[src/hdl/vfd_digit_scan_serializer_core_macros.svh]
// Assertion macros shared by the digit scan serializer.
`ifndef VFD_DIGIT_SCAN_SERIALIZER_CORE_MACROS_SVH
`define VFD_DIGIT_SCAN_SERIALIZER_CORE_MACROS_SVH

// Checks a property on every clock edge outside reset.
`define VDSS_ASSERT(lbl, prop, msg) \
    lbl: assert property (@(posedge i_clk) disable iff (!i_rst_n) prop) else $error(msg);

// Checks that a condition is followed by another in the next cycle.
`define VDSS_ASSERT_NEXT(lbl, cond, nxt, msg) \
    lbl: assert property (@(posedge i_clk) disable iff (!i_rst_n) \
        (cond) |=> (nxt)) else $error(msg);

`endif

[src/hdl/vdss_pkg.sv]
// Shared constants, types and the segment decoder of the digit scan serializer.
package vdss_pkg;

    localparam int DIGITS_DEF = 4;
    localparam int SEG_BITS   = 8;

    localparam logic ACT_STORE = 1'b0;
    localparam logic ACT_TICK  = 1'b1;

    typedef struct packed {
        logic full;
        logic empty;
    } t_q_stat;

    function automatic logic [SEG_BITS-1:0] seg_decode(input logic [3:0] value);
        logic [SEG_BITS-1:0] pattern;
        unique case (value)
            4'd0:    pattern = 8'hFE;
            4'd1:    pattern = 8'h50;
            4'd2:    pattern = 8'hB5;
            4'd3:    pattern = 8'h75;
            4'd4:    pattern = 8'h59;
            4'd5:    pattern = 8'h6D;
            4'd6:    pattern = 8'hEF;
            4'd7:    pattern = 8'h54;
            4'd8:    pattern = 8'hFD;
            4'd9:    pattern = 8'h7D;
            default: pattern = 8'h00;
        endcase
        return pattern;
    endfunction

endpackage

[src/hdl/vdss_front.sv]
// Front end: accepts words, keeps the digit patterns and issues scan jobs.
module vdss_front #(
    parameter int DIGITS = vdss_pkg::DIGITS_DEF,
    parameter int PW     = (DIGITS > 1) ? $clog2(DIGITS) : 1,
    parameter int EW     = PW + vdss_pkg::SEG_BITS
) (
    input  logic             i_clk,
    input  logic             i_rst_n,
    input  logic             i_in_valid,
    output logic             o_in_ready,
    input  logic             i_action,
    input  logic [1:0]       i_digit_index,
    input  logic [3:0]       i_digit_value,
    input  vdss_pkg::t_q_stat i_q_stat,
    output logic             o_push,
    output logic [EW-1:0]    o_entry
);
    import vdss_pkg::*;

    logic [SEG_BITS-1:0] r_seg [DIGITS];
    logic [PW-1:0]       r_pos;
    logic [PW-1:0]       n_pos;
    logic                w_accept;
    logic [SEG_BITS-1:0] w_pattern;

    assign o_in_ready = !i_q_stat.full;
    assign w_accept   = i_in_valid && o_in_ready;
    assign o_push     = w_accept && (i_action == ACT_TICK);
    assign w_pattern  = seg_decode(i_digit_value);
    assign o_entry    = {r_pos, r_seg[r_pos]};

    always_comb begin
        if (r_pos == PW'(DIGITS - 1)) begin
            n_pos = '0;
        end else begin
            n_pos = r_pos + PW'(1);
        end
    end

    always_ff @(posedge i_clk) begin
        if (!i_rst_n) begin
            r_pos <= '0;
            for (int k = 0; k < DIGITS; k++) begin
                r_seg[k] <= '0;
            end
        end else begin
            if (o_push) begin
                r_pos <= n_pos;
            end
            for (int k = 0; k < DIGITS; k++) begin
                if (w_accept && (i_action == ACT_STORE) && (int'(i_digit_index) == k)) begin
                    r_seg[k] <= w_pattern;
                end
            end
        end
    end

endmodule

[src/hdl/vdss_queue.sv]
// Two-entry queue of scan jobs between the front and back ends.
module vdss_queue #(
    parameter int EW = vdss_pkg::SEG_BITS + 2
) (
    input  logic              i_clk,
    input  logic              i_rst_n,
    input  logic              i_push,
    input  logic [EW-1:0]     i_data,
    input  logic              i_pop,
    output logic [EW-1:0]     o_data,
    output vdss_pkg::t_q_stat o_stat
);
    import vdss_pkg::*;

    logic [EW-1:0] r_mem [2];
    logic          r_wp;
    logic          r_rp;
    logic [1:0]    r_cnt;
    logic          w_push;
    logic          w_pop;

    assign o_stat.full  = (r_cnt == 2'd2);
    assign o_stat.empty = (r_cnt == 2'd0);
    assign o_data       = r_mem[r_rp];
    assign w_push       = i_push && !o_stat.full;
    assign w_pop        = i_pop && !o_stat.empty;

    always_ff @(posedge i_clk) begin
        if (!i_rst_n) begin
            r_wp  <= 1'b0;
            r_rp  <= 1'b0;
            r_cnt <= 2'd0;
        end else begin
            if (w_push) begin
                r_wp <= !r_wp;
            end
            if (w_pop) begin
                r_rp <= !r_rp;
            end
            if (w_push && !w_pop) begin
                r_cnt <= r_cnt + 2'd1;
            end else if (w_pop && !w_push) begin
                r_cnt <= r_cnt - 2'd1;
            end
        end
    end

    always_ff @(posedge i_clk) begin
        if (w_push) begin
            r_mem[r_wp] <= i_data;
        end
    end

endmodule

[src/hdl/vdss_back.sv]
// Back end: serializes one scan job into grid, segment and load words.
module vdss_back #(
    parameter int DIGITS = vdss_pkg::DIGITS_DEF,
    parameter int PW     = (DIGITS > 1) ? $clog2(DIGITS) : 1,
    parameter int EW     = PW + vdss_pkg::SEG_BITS
) (
    input  logic              i_clk,
    input  logic              i_rst_n,
    input  logic [EW-1:0]     i_entry,
    input  vdss_pkg::t_q_stat i_q_stat,
    output logic              o_pop,
    output logic              o_out_valid,
    input  logic              i_out_ready,
    output logic              o_data_bit,
    output logic              o_shift_strobe,
    output logic              o_load_strobe,
    output logic              o_blank_level,
    output logic              o_last
);
    import vdss_pkg::*;

    localparam int RUN_LEN = DIGITS + SEG_BITS + 1;
    localparam int CW      = $clog2(RUN_LEN);

    logic                r_busy;
    logic [CW-1:0]       r_cnt;
    logic [PW-1:0]       r_pos;
    logic [SEG_BITS-1:0] r_pat;
    logic                r_out_valid;
    logic                r_data;
    logic                r_shift;
    logic                r_load;
    logic                r_blank;
    logic                r_last;
    logic                n_data;
    logic                n_shift;
    logic                n_load;
    logic                n_blank;
    logic                n_last;
    logic                w_out_free;
    logic                w_fire;
    logic                w_done;
    logic [CW-1:0]       w_seg_off;

    assign w_out_free = !r_out_valid || i_out_ready;
    assign w_fire     = r_busy && w_out_free;
    assign w_done     = w_fire && (r_cnt == CW'(RUN_LEN - 1));
    assign o_pop      = !i_q_stat.empty && (!r_busy || w_done);
    assign w_seg_off  = r_cnt - CW'(DIGITS);

    always_comb begin
        priority if (r_cnt < CW'(DIGITS)) begin
            n_data  = (r_cnt == CW'(r_pos));
            n_shift = 1'b1;
            n_load  = 1'b0;
            n_blank = 1'b1;
            n_last  = 1'b0;
        end else if (r_cnt < CW'(DIGITS + SEG_BITS)) begin
            n_data  = r_pat[w_seg_off[2:0]];
            n_shift = 1'b1;
            n_load  = 1'b0;
            n_blank = 1'b1;
            n_last  = 1'b0;
        end else begin
            n_data  = 1'b0;
            n_shift = 1'b0;
            n_load  = 1'b1;
            n_blank = 1'b0;
            n_last  = 1'b1;
        end
    end

    always_ff @(posedge i_clk) begin
        if (!i_rst_n) begin
            r_busy      <= 1'b0;
            r_cnt       <= '0;
            r_out_valid <= 1'b0;
        end else begin
            if (w_fire) begin
                r_out_valid <= 1'b1;
                r_cnt       <= w_done ? '0 : r_cnt + CW'(1);
                if (w_done) begin
                    r_busy <= 1'b0;
                end
            end else if (i_out_ready) begin
                r_out_valid <= 1'b0;
            end
            if (o_pop) begin
                r_busy <= 1'b1;
                r_cnt  <= '0;
            end
        end
    end

    always_ff @(posedge i_clk) begin
        if (o_pop) begin
            {r_pos, r_pat} <= i_entry;
        end
        if (w_fire) begin
            r_data  <= n_data;
            r_shift <= n_shift;
            r_load  <= n_load;
            r_blank <= n_blank;
            r_last  <= n_last;
        end
    end

    assign o_out_valid    = r_out_valid;
    assign o_data_bit     = r_data;
    assign o_shift_strobe = r_shift;
    assign o_load_strobe  = r_load;
    assign o_blank_level  = r_blank;
    assign o_last         = r_last;

endmodule

[src/hdl/vfd_digit_scan_serializer_core.sv]
// A tick word is written into the job queue, then popped into the back end, which registers its first output word.
// A tick gives DIGITS + 9 words, one a cycle while the receiver is ready.
// Store words are accepted whenever the job queue is not full; the back-end serializer counter sets the tick rate.
// A two-entry job queue lets the input side run ahead of the output side.
// Synchronous active-low reset clears all digit patterns, the scan position and the queue.
`include "vfd_digit_scan_serializer_core_macros.svh"
module vfd_digit_scan_serializer_core #(
    parameter int DIGITS = vdss_pkg::DIGITS_DEF
) (
    input  logic       i_clk,
    input  logic       i_rst_n,
    input  logic       i_in_valid,
    output logic       o_in_ready,
    input  logic       i_action,
    input  logic [1:0] i_digit_index,
    input  logic [3:0] i_digit_value,
    output logic       o_out_valid,
    input  logic       i_out_ready,
    output logic       o_data_bit,
    output logic       o_shift_strobe,
    output logic       o_load_strobe,
    output logic       o_blank_level,
    output logic       o_last
);
    import vdss_pkg::*;

    localparam int PW = (DIGITS > 1) ? $clog2(DIGITS) : 1;
    localparam int EW = PW + SEG_BITS;

    logic          w_push;
    logic          w_pop;
    logic [EW-1:0] w_front_entry;
    logic [EW-1:0] w_back_entry;
    t_q_stat       w_q_stat;
    logic          w_out_take;
    logic          w_kind_ok;

    vdss_front #(
        .DIGITS(DIGITS),
        .PW    (PW),
        .EW    (EW)
    ) u_front (
        .i_clk        (i_clk),
        .i_rst_n      (i_rst_n),
        .i_in_valid   (i_in_valid),
        .o_in_ready   (o_in_ready),
        .i_action     (i_action),
        .i_digit_index(i_digit_index),
        .i_digit_value(i_digit_value),
        .i_q_stat     (w_q_stat),
        .o_push       (w_push),
        .o_entry      (w_front_entry)
    );

    vdss_queue #(
        .EW(EW)
    ) u_queue (
        .i_clk  (i_clk),
        .i_rst_n(i_rst_n),
        .i_push (w_push),
        .i_data (w_front_entry),
        .i_pop  (w_pop),
        .o_data (w_back_entry),
        .o_stat (w_q_stat)
    );

    vdss_back #(
        .DIGITS(DIGITS),
        .PW    (PW),
        .EW    (EW)
    ) u_back (
        .i_clk         (i_clk),
        .i_rst_n       (i_rst_n),
        .i_entry       (w_back_entry),
        .i_q_stat      (w_q_stat),
        .o_pop         (w_pop),
        .o_out_valid   (o_out_valid),
        .i_out_ready   (i_out_ready),
        .o_data_bit    (o_data_bit),
        .o_shift_strobe(o_shift_strobe),
        .o_load_strobe (o_load_strobe),
        .o_blank_level (o_blank_level),
        .o_last        (o_last)
    );

    assign w_out_take = o_out_valid && i_out_ready;
    assign w_kind_ok  = (o_load_strobe == o_last) && (o_shift_strobe != o_load_strobe)
                        && (o_blank_level == o_shift_strobe);

    `VDSS_ASSERT(a_q_stat_sane, !(w_q_stat.full && w_q_stat.empty), "queue both full and empty")
    `VDSS_ASSERT(a_load_is_last, !o_out_valid || w_kind_ok, "bad word kind")
    `VDSS_ASSERT_NEXT(a_run_gapless, w_out_take && !o_last, o_out_valid, "gap inside a scan run")

endmodule

[config.mk]
export PLATFORM = sky130hd
export DESIGN_NAME = vfd_digit_scan_serializer_core
export DESIGN_NICKNAME = d
export VERILOG_FILES = /design/src/hdl/vdss_pkg.sv /design/src/hdl/vdss_front.sv /design/src/hdl/vdss_queue.sv /design/src/hdl/vdss_back.sv /design/src/hdl/vfd_digit_scan_serializer_core.sv
export VERILOG_INCLUDE_DIRS = /design/src /design/src/hdl
export SDC_FILE = /design/constraint.sdc
export NUM_CORES = 1
export LEC_CHECK = 0
export ABC_AREA = 1
export ABC_CLOCK_PERIOD_IN_PS = 2050
export BUFFER_PORTS_ARGS = -buffer_cell sky130_fd_sc_hd__buf_2
export CAP_MARGIN = 20
export CORE_MARGIN = 4
export CORE_UTILIZATION = 50
export DETAILED_ROUTE_END_ITERATION = 8
export GPL_ROUTABILITY_DRIVEN = 0
export PLACE_DENSITY = 0.66
export SLEW_MARGIN = 30
export SYNTH_ARGS = -nofsm -noshare
export SYNTH_HDL_FRONTEND = slang
export SYNTH_SLANG_ARGS = --single-unit
[constraint.sdc]
create_clock -name i_clk -period 2.05 [get_ports i_clk]
set_input_delay 0.41 -clock i_clk [delete_from_list [all_inputs] [get_ports i_clk]]
set_output_delay 0.41 -clock i_clk [all_outputs]
set_load 0.05 [all_outputs]
==> impl_results.md <==
* Top FF cell, synth: edfxtp_1
* Gate power share at approximately a fifth
* Vias in the first global route at 2,236
* Leading cell type in the layout, fill and taps excluded: edfxtp_1
* Leak at between 1.5 and 2 nW
* Delay-heaviest family, CP: adder cells
* DIE AREA at 8495 um^2
* Tmin final at ~1.8 ns
* Number of buffers added on ports at 17
* Row count at 30
* Final setup fails at 0
* Synth Area in Simple Gates at 17.06%
* Synth Area in Compound Gates at 7.594%
* Number of fill cells at between 600 and 700
* Post-route DRC at 0
* Post-route antenna net violation count at 0
* Antenna Cells at 0
* Die H at slightly above 90 um
* Startpoint types: register
* CTS Buf Count at 9
* Max rail drop VDD at around 0.46 mV
* CTS tree: yes
* Xor/xnor cell area share of the yosys netlist at 0.7418%
* Clock share of power at 27.2%
* Fin crit share at around 90%
* Initial drt markers at about 160
* Critical path arrival at 2.13 ns
* Layout cells sized above 1 at between 10% and 20%
* Worst-Skew Late Latency at approximately 0.34 ns
* Post-DR vias/cell at 4.951
* # placed instances at around 430
* Most frequent cells in the layout: edfxtp_1 (65), nor2_1 (62), nand2_1 (38)
* Outcome: finished, final reports clean
* Synth warn at 0
* 1st-pass router iterations at 4
* Total clock sinks at 79
* Register area share after synthesis at 63.02%
* Unique masters post-synth at 27
* Area delta synth->final at 11.69%
* Post-layout util at between 50% and 60%
* Seq pwr share at 51.6%
* Starting Density at 51.85%
* CP max-delay cell: dfxtp_2
* Int Power at 2.934 mW
* Syn Nets at 340
* WP data required at about 2.3 ns
* Io pins at 18
* Post-Syn Area at between 3000 and 4000 um^2
* Crit path max fanout at 7
* RSZ-0062 raised after global routing: false
* Fin. Hold Viols at 0
* Share of synthesized registers carrying an async set or reset at 0%
* Nets@finish at between 300 and 400
* Proportion of synthesized area in mux cells at 3.179%
* Final wirelength at 5677 um
* Initial antenna violation count at 0
* First-pass GRT wire length at about 10,000 um
* Post-DP HPWL at 4267 um
* Max_cap viols at 0
* Average size of a mapped cell at approximately 11 um^2
* Worst setup path class: reg -> reg
* Post-synth EDFFs at 65
* Root buffer cell: clkbuf_8
* Worst slew margin at ~67%
* Area share of fa/ha/maj cells after synthesis at ~3.5%
* Max-slew violations at 0
* Register bit total from synthesis at between 70 and 80
* Buf+Inv Stages, Crit Path at 1
* CTS H-tree depth at 3
* Slew @ Worst Pin at about 0.49 ns
* Sw Pwr at around 1.3 mW
* Total track usage at approximately 15%
* Vias at between 2,000 and 2,500
* Grt ovf at 0
* Clk_skew at 0.009444 ns
* Largest net degree at the start of global routing at 18
* Final cell count without fillers at 447
* Core area at between 6000 and 7000 um^2
* Hold Crit Class: in -> reg
* Peak Freq at 543.0 MHz
* Setup TNS at 0 ns
* Die W at 92.17 um
* Cells along the critical path: inv_1, ha_1, nand3_2, o21ai_4, nand2_2, ha_1, a21oi_1, o21ai_0, nand2_1, nand2_1, nor2_1
* Count of mapped cells out of synthesis at roughly 320
* Clk pin slew, worst setup/hold paths at ~0.080 ns
* Switching Share at about 30%
* Pwr/cell area at ~1100 nW/um^2
* Wirelength per Cell at approximately 13 um
* Largest family of logic cells by synthesized area: simple AND/OR/NAND/NOR gates
* Delay of the slowest cell on the worst path at 0.36 ns
* Clock Tree Buf Depth at 2
* CP Capture Type: register
cell usage after synthesis (2+ instances only):
| cell type | n | area, um^2 |
|---|---|---|
| a21oi_1 | 16 | 80.08 |
| buf_2 | 3 | 15.01 |
| buf_4 | 2 | 15.01 |
| dfxtp_1 | 14 | 280.3 |
| edfxtp_1 | 65 | 1952 |
| ha_1 | 10 | 125.1 |
| inv_1 | 31 | 116.4 |
| inv_2 | 4 | 15.01 |
| mux2_2 | 10 | 112.6 |
| nand2_1 | 39 | 146.4 |
| nand2_4 | 2 | 22.52 |
| nand3_1 | 15 | 75.07 |
| nand4_4 | 4 | 85.08 |
| nor2_1 | 62 | 232.7 |
| o21ai_0 | 20 | 100.1 |
| o21ai_1 | 2 | 10.01 |
| o22ai_1 | 9 | 56.30 |
| xor2_1 | 2 | 17.52 |
power groups by stage:
| stage | registers, mW | logic (mW) | clock network (mW) |
|---|---|---|---|
| 6_report | 2.16 | 0.888 | 1.14 |
| 5_1_grt | 2.19 | 1.00 | 1.24 |
| 4_1_cts | 2.16 | 0.886 | 1.16 |
| 3_5_place_dp | 2.20 | 0.881 | 0 |
| 3_3_place_gp | 2.19 | 0.869 | 0 |
| 2_1_floorplan | 2.20 | 0.666 | 0 |
cells by family after synthesis:
| logic type | Yosys count |
|---|---|
| muxes | 10 |
| and+or+nand+nor | 126 |
| adders and majority gates | 10 |
| DFF | 79 |
| xor gates and xnor gates | 3 |
| AOI/OAI and AO/OA | 50 |
| buffers and inverters | 41 |
registers in the layout, indices dropped and copies added (netlist names), 2 cells and up, named ones only:
signal and flops:
u_back.r_cnt 4, u_back.r_pat 8, u_back.r_pos 2, u_front.r_pos 2, u_front.r_seg 32, u_queue.r_cnt 2
u_queue.r_mem 20
area by class of cell:
type	count	area [um^2]	area share [%]
multi-input cells	199	1147	29.00
well taps	96	120.1	3.036
inverters	35	131.4	3.321
flip-flops and latches	79	2235	56.48
repair buffers	22	122.6	3.099
clock buffers	12	177.7	4.491
clock inverters	4	22.52	0.5693
through the flow:
stage	hold slack, ns	worst slack, ns	power, mW	instance area [um^2]
floorplan	0.4519	0.2815	2.866	3542
global placement	0.4746	0.2194	3.061	3744
detailed placement	0.4841	0.1158	3.080	3744
CTS	0.3307	0.1084	4.210	3944
global route	0.3404	0.006079	4.435	3956
finish	0.3504	0.2085	4.191	3956
what timing repair did:
action                                  4_1_cts  5_1_grt
endpoints found under the hold margin         0        0
buffers inserted                              0        0
resized for setup                             0        4
hold buffers                                  0        0
endpoints found under the setup margin        0        1
layer usage:
layer	vias to the layer above	track usage (%)	wire (um)
li1	1144	-	-
met1	1041	16.95	2432
met2	24	26.52	3024
met3	4	3.281	142
met4	0	7.302	78
met5	-	0	0
worst reg2reg max path, cell delays in order (launching register included):
cell and delay, ns:
dfxtp_2 0.36, inv_1 0.10, ha_1 0.19, nand3_2 0.12
o21ai_4 0.19, nand2_2 0.10, ha_1 0.31, a21oi_1 0.12
o21ai_0 0.11, nand2_1 0.07, nand2_1 0.04, nor2_1 0.08
final timing paths:
check                  startpoint            endpoint  slack [ns]  cells past startpoint
hold / removal        i_out_ready  u_back.o_out_valid        0.35                      4
setup reg to reg  u_back.r_cnt[1]    u_queue.r_cnt[1]        0.21                     11
setup / recovery  u_back.r_cnt[1]    u_queue.r_cnt[1]        0.21                     11
hold reg to reg      u_queue.r_wp        u_queue.r_wp        0.50                      2
Note: power is estimated with default switching activity, not from simulation.
